**config.mk**
```make
export PLATFORM = sky130hd
export DESIGN_NAME = dks_ctrl
export DESIGN_NICKNAME = d
export VERILOG_FILES = /design/src/hdl/dna_key_set_insert_find_top_assert.svh /design/src/hdl/dks_pkg.sv /design/src/hdl/dks_ctrl.sv
export SDC_FILE = /design/constraint.sdc
export NUM_CORES = 1
export LEC_CHECK = 0
export ABC_AREA = 1
export BUFFER_PORTS_ARGS = -buffer_cell sky130_fd_sc_hd__buf_2
export CAP_MARGIN = 15
export CORE_AREA = 2 2 39 41
export DETAILED_ROUTE_END_ITERATION = 8
export DIE_AREA = 0 0 41 43
export GPL_ROUTABILITY_DRIVEN = 1
export HOLD_SLACK_MARGIN = 0.06
export PLACE_DENSITY = 0.43
export SLEW_MARGIN = 20
export SYNTH_ARGS = -nofsm -noshare
export SYNTH_HDL_FRONTEND = slang
export SYNTH_SLANG_ARGS = --single-unit
```
**constraint.sdc**
```tcl
create_clock -name clock -period 3.1 [get_ports clock]
set_input_delay 0.93 -clock clock [delete_from_list [all_inputs] [get_ports clock]]
set_output_delay 0.93 -clock clock [all_outputs]
set_load 0.01 [all_outputs]
```
**src/hdl/dna_key_set_insert_find_top_assert.svh**
```systemverilog
// assertion macros for the key-set store
`ifndef DNA_KEY_SET_INSERT_FIND_TOP_ASSERT_SVH
`define DNA_KEY_SET_INSERT_FIND_TOP_ASSERT_SVH

// antecedent holds, consequent in the same cycle
`define DKS_ASSERT_SAME(label, clk, rst, ante, cons, msg) \
   label: assert property (@(posedge clk) disable iff (rst) (ante) |-> (cons)) \
      else $error(msg);

// antecedent holds, consequent in the following cycle
`define DKS_ASSERT_NEXT(label, clk, rst, ante, cons, msg) \
   label: assert property (@(posedge clk) disable iff (rst) (ante) |=> (cons)) \
      else $error(msg);

`endif

```
**src/hdl/dks_pkg.sv**
```systemverilog
package dks_pkg;

   localparam int NUM_BUCKETS = 4;
   localparam int BUCKET_W    = 2;
   localparam int SYM_W       = 2;
   localparam int KEY_W       = 24;
   localparam int LEN_W       = 4;
   localparam int NUM_SYMS    = KEY_W / SYM_W;
   localparam int MAX_SYMBOLS = 12;

   localparam logic ACTION_INSERT = 1'b0;
   localparam logic ACTION_FIND   = 1'b1;

   typedef struct packed {
      logic [LEN_W-1:0] len;
      logic [KEY_W-1:0] syms;
   } entry_type;

   typedef struct packed {
      logic load;
      logic write;
      logic scan_clear;
      logic scan_issue;
   } dks_cmd_type;

   typedef struct packed {
      logic is_find;
      logic key_empty;
      logic full;
      logic issue_done;
      logic rd_vld;
      logic match;
   } dks_status_type;

endpackage

```
**src/hdl/dks_ctrl.sv**
```systemverilog
module dks_ctrl
   import dks_pkg::*;
(
   input  logic           clock,
   input  logic           reset,
   input  logic           start,
   input  dks_status_type status,
   output dks_cmd_type    cmd,
   output logic           busy,
   output logic           rsp_valid,
   output logic           rsp_found
);

   typedef enum logic [1:0] {
      ST_IDLE,
      ST_DECIDE,
      ST_SCAN
   } state_type;

   state_type state_ff;
   logic      rsp_valid_ff;
   logic      rsp_found_ff;

   assign busy      = (state_ff != ST_IDLE);
   assign rsp_valid = rsp_valid_ff;
   assign rsp_found = rsp_found_ff;

   always_comb begin
      cmd = '0;
      unique case (state_ff)
         ST_IDLE: begin
            cmd.load = start;
         end
         ST_DECIDE: begin
            cmd.write      = !status.is_find && !status.key_empty && !status.full;
            cmd.scan_clear = status.is_find;
         end
         ST_SCAN: begin
            cmd.scan_issue = !status.issue_done;
         end
         default: begin
            cmd = '0;
         end
      endcase
   end

   always_ff @(posedge clock) begin
      if (reset) begin
         state_ff     <= ST_IDLE;
         rsp_valid_ff <= 1'b0;
         rsp_found_ff <= 1'b0;
      end else begin
         rsp_valid_ff <= 1'b0;
         unique case (state_ff)
            ST_IDLE: begin
               if (start) begin
                  state_ff <= ST_DECIDE;
               end
            end
            ST_DECIDE: begin
               if (!status.is_find) begin
                  state_ff <= ST_IDLE;
               end else if (status.key_empty) begin
                  rsp_valid_ff <= 1'b1;
                  rsp_found_ff <= 1'b0;
                  state_ff     <= ST_IDLE;
               end else begin
                  state_ff <= ST_SCAN;
               end
            end
            ST_SCAN: begin
               if (status.match) begin
                  rsp_valid_ff <= 1'b1;
                  rsp_found_ff <= 1'b1;
                  state_ff     <= ST_IDLE;
               end else if (status.issue_done && !status.rd_vld) begin
                  // last entry compared without a hit
                  rsp_valid_ff <= 1'b1;
                  rsp_found_ff <= 1'b0;
                  state_ff     <= ST_IDLE;
               end
            end
            default: begin
               state_ff <= ST_IDLE;
            end
         endcase
      end
   end

endmodule

```
* Yosys cells after proc, flatten, opt, wreduce, memory -nomap -nowiden *
Cells that the tools add are included.

word-level totals
  bits in registers = 4
  input bits = 9
  output and inout port bits = 7
  logic and storage cells = 41

cells by class
  equal/unequal tests = 6
  multiplexer cells = 19
  reduce and logical (&&, ||, !) cells = 13

operators by type and width
  kind                count
  $mux 2              6
  $mux 1              10
  $ne 2x2->1 const B  3
  $pmux 2 s3          1
  $logic_not 1->1     5
  $pmux 1 s2          2
  $reduce_and 4->1    1
  $reduce_bool 2->1   2
  $logic_and 1x1->1   3
  $ne 3x3->1 const B  1
  $eq 2x1->1 const B  1
  $eq 2x2->1 const B  1
  $logic_not 2->1     1
  $reduce_and 2->1    1

* Depth between registers and ports, before layout *
  depth after elaboration = 5
  mapped depth = 8
  gate-level depth less buffers = 8

* Least setup slack after synthesis *
Ideal clock, no wire load.

  kind = input-to-output
  start point = in status[5] (netlist name)
  end point = out cmd[2] (netlist name)
  arrival = 1,374 ps
  required time = 2,170 ps
  slack = 796 ps
  stages = 1
  buffers on the path = 0
  path through = nor4_1

between the ends
  longest elaborated chain between the ends = 4

RTL lines
  element                         line            source
  start, declared                 dks_ctrl.sv:7   input dks_status_type status,
  $logic_not 1->1                 -
  $logic_and 1x1->1 (2 in a row)  dks_ctrl.sv:35  cmd.write = !status.is_find && !status.key_empty && !status.full;
  $mux 2                          dks_ctrl.sv:30  unique case (state_ff)
  end, declared                   dks_ctrl.sv:8   output dks_cmd_type cmd,

Every way passes these cells.

==> summary.txt <==
Die
  – Die width: 41 um
  – Ports: 16
  – Area of the core: 1380 um^2
  – Die Height: 43 um
  – Std cell rows: 14
  – Die ar.: 1760 um^2
  – Starting density of the core: 0.221

Critical path
  – Req. time, crit path: 2.17 ns
  – Setup crit start kind: input pin
  – Max FO, Critical Path: 4
  – Cell mode on critical path: buf_2
  – Worst r2r dst: state_ff[1]
  – Crit Path Category: in -> out
  – Crit path DAT: 1.46 ns
  – Crit path cell chain: buf_2 > nor4_1 > buf_2
  – CP endpoint kind: output port
  – Reg2reg path depth: 6
  – CP top delay family: buffers and inverters
  – R2R Setup Slk: between 1.5 and 2 ns
  – Reg2reg start: state_ff[0]
  – Delay of the slowest cell on the worst path: 0.24 ns
  – Worst path depth: 3
  – Slowest CP cell: nor4_1
  – Buf/Inv on CP: 2

Clock tree
  – Clk buf depth: 2
  – CTS H-Tree Depth: 1
  – Cts bufs inserted: 3
  – CTS Root Cell: clkbuf_4
  – Post-CTS setup buffer count: 0
  – Clk sinks: 4
  – Worst skew pair latency: 0.23 ns
  – Hold-fix buffers, CTS: 0
  – Clk pin slew, worst setup/hold paths: 0.04 ns
  – Post-CTS sizing: 0
  – CTS tree: done

Power and ir drop
  – Gate power share: 0.390
  – Sw power: 70.1 uW
  – Switching part of the total power: 0.342
  – Power Dens Cells: 486 nW/um^2
  – Clk pwr share: 0.311
  – Reg power frac: 0.299
  – P_int: 135 uW
  – Worst vdd ir: 0.000216 V
  – Static Leakage: 0.000243 uW

Global routing
  – Congestion Overflow GR: 0
  – First-pass GRT wire length: 986 um
  – Initial antenna violation count: 0
  – Largest net degree at the start of global routing: 6
  – Vias in the first global route: 272
  – Overall routing resource usage: 0.0872

Logic synthesis
  – Sequential area share after synthesis: 0.262
  – Synth top area cells: dfxtp_1 (26%), ha_1 (16%), nand2_1 (15%)
  – Largest family of logic cells by synthesized area: simple AND/OR/NAND/NOR gates
  – Ys Warns: 0
  – Mapped Area: 305 um^2
  – Post-Synth XOR/XNOR Area: 0
  – #FFs+latches synth: 4
  – Compound-gate portion of the synthesized area: 0.0779
  – Simple-gate share of the synthesized area: 0.373
  – Largest area contributor in the netlist: dfxtp_1
  – Number of synthesized flops with an enable pin: 0
  – Syn avg cell area: 6.64 um^2
  – Top cells by count, synth: nand2_1 (12), inv_1 (9), dfxtp_1 (4), ha_1 (4), nand3_1 (4)
  – Top cell type's share of synthesized area: 0.262
  – Synth Net Count: 59
  – Top FF cell, synth: dfxtp_1
  – Cells after synthesis: 46
  – Async SR Flop Fraction: 0
  – Most common cell in the synthesized netlist: nand2_1
  – Post-synthesis mux area share: 0
  – Distinct cells, synth: 13
  – Adder-cell share of the synthesized area: 0.164

Hold path
  – Hold Path End: rsp_found
  – Hold Path Class: reg -> reg
  – Hold_sp: rsp_found
  – Hold path depth: 2

Place
  – Final GP Congestion: 0.709
  – Detailed Place HPWL: 525 um
  – Placed cell area: 400 um^2
  – Dpl cells: 77
  – IO buf count: 15

Routing
  – Wire length on met2: 282 um
  – TritonRoute pass-1 iters: 4
  – Post-DRT Antenna Nets: 0
  – Met1 WL: 305 um
  – Drt wl/cell: 7.78 um
  – First DRT Iteration DRCs: 3
  – Routed wire length: 622 um
  – Via density: 3.86
  – Met3 wire length: 34 um
  – DRC Markers: 0
  – DR top layer: met3
  – Via count: 309

Timing
  – Measured slew at the worst slew-check pin: ~0.19 ns
  – Worst slew margin: 0.869
  – Min Tclk post-route: around 2.4 ns
  – Slew Limit Fails: 0
  – Final hold vios: 0
  – TNS Setup: 0 ns
  – RSZ-0062 raised after global routing: no
  – Clock Skew: just over 0.002 ns
  – Setup violators final: 0
  – Period utilisation layout: 0.770
  – F_max: 419 MHz

Layout
  – Antenna cells: 0
  – Share of cells above drive strength 1: 0.375
  – Fin area: between 400 and 500 um^2
  – Final Util: 0.306
  – Final Non-Filler Cells: 80
  – Synth-to-layout area growth: 38.5%
  – Fin nets: 79

Run
  – Max-Cap Viols: 0

Status
  – Outcome: complete, no violations
-- how the worst max path moves through the flow --
stage	from	to	slack [ns]
after detailed placement	status[5]	cmd[2]	0.72
after floorplan	status[5]	cmd[2]	0.80
after global routing	status[5]	cmd[2]	0.61
after CTS	status[5]	cmd[2]	0.71
final	status[5]	cmd[2]	0.71
after global placement	status[5]	cmd[2]	0.72
-- sequential cells by signal (all words and copies together), names as in the netlist --
signal     count
state_ff       2
rsp_found      1
rsp_valid      1
-- power by group through the flow --
stage | sequential, uW | clock, uW | combinational [uW]
after floorplan | 61.9 | 0 | 56.1
after global routing | 62.4 | 75.3 | 91.3
after global placement | 62.6 | 0 | 81.3
after CTS | 61.6 | 66.6 | 81.3
final | 61.4 | 63.8 | 80.1
after detailed placement | 62.4 | 0 | 80.4
-- cells by family after synthesis --
group | after synthesis
AND/OR/NAND/NOR | 24
adder cells (fa/ha/maj) | 4
buffers and inverters | 10
AO/OA/AOI/OAI | 4
flip-flops | 4
-- layer usage --
metal  GRT usage  up-vias
met5           0        -
met4      0.0200        0
met3      0.0785        0
met2       0.125        8
met1      0.0927      124
li1            -      177
-- layout make-up --
type	instances	area, um^2
fill	160	961
inverter	10	37.5
multi-input combinational	32	188
timing repair buffer	15	75.1
clock buffer	3	22.5
sequential	4	80.1
tap	16	20.0
-- worst reg2reg max path: cells and delay by family (launching register included) --
kind | cells | cell delay (ns)
compound gates | 1 | 0.14
fa+ha+maj | 1 | 0.19
buf+inv | 2 | 0.15
flops | 1 | 0.32
simple gates | 2 | 0.30
-- stage by stage --
stage	hold slack (ns)	power, uW	worst slack [ns]
detailed placement	0.446	143	0.717
finish	0.450	205	0.713
global route	0.468	229	0.611
CTS	0.452	210	0.708
floorplan	0.455	118	0.796
global placement	0.447	144	0.720
-- cell usage in the layout, fill, tap and decap left out, types with 2 or more instances in the layout --
master and n:
a21oi_1 3, buf_2 15, clkbuf_4 3, dfxtp_1 4, ha_1 4, inv_1 9
nand2_1 12, nand2_2 2, nand3_1 4, nor2_1 3
(Power assumes the default switching activity.)
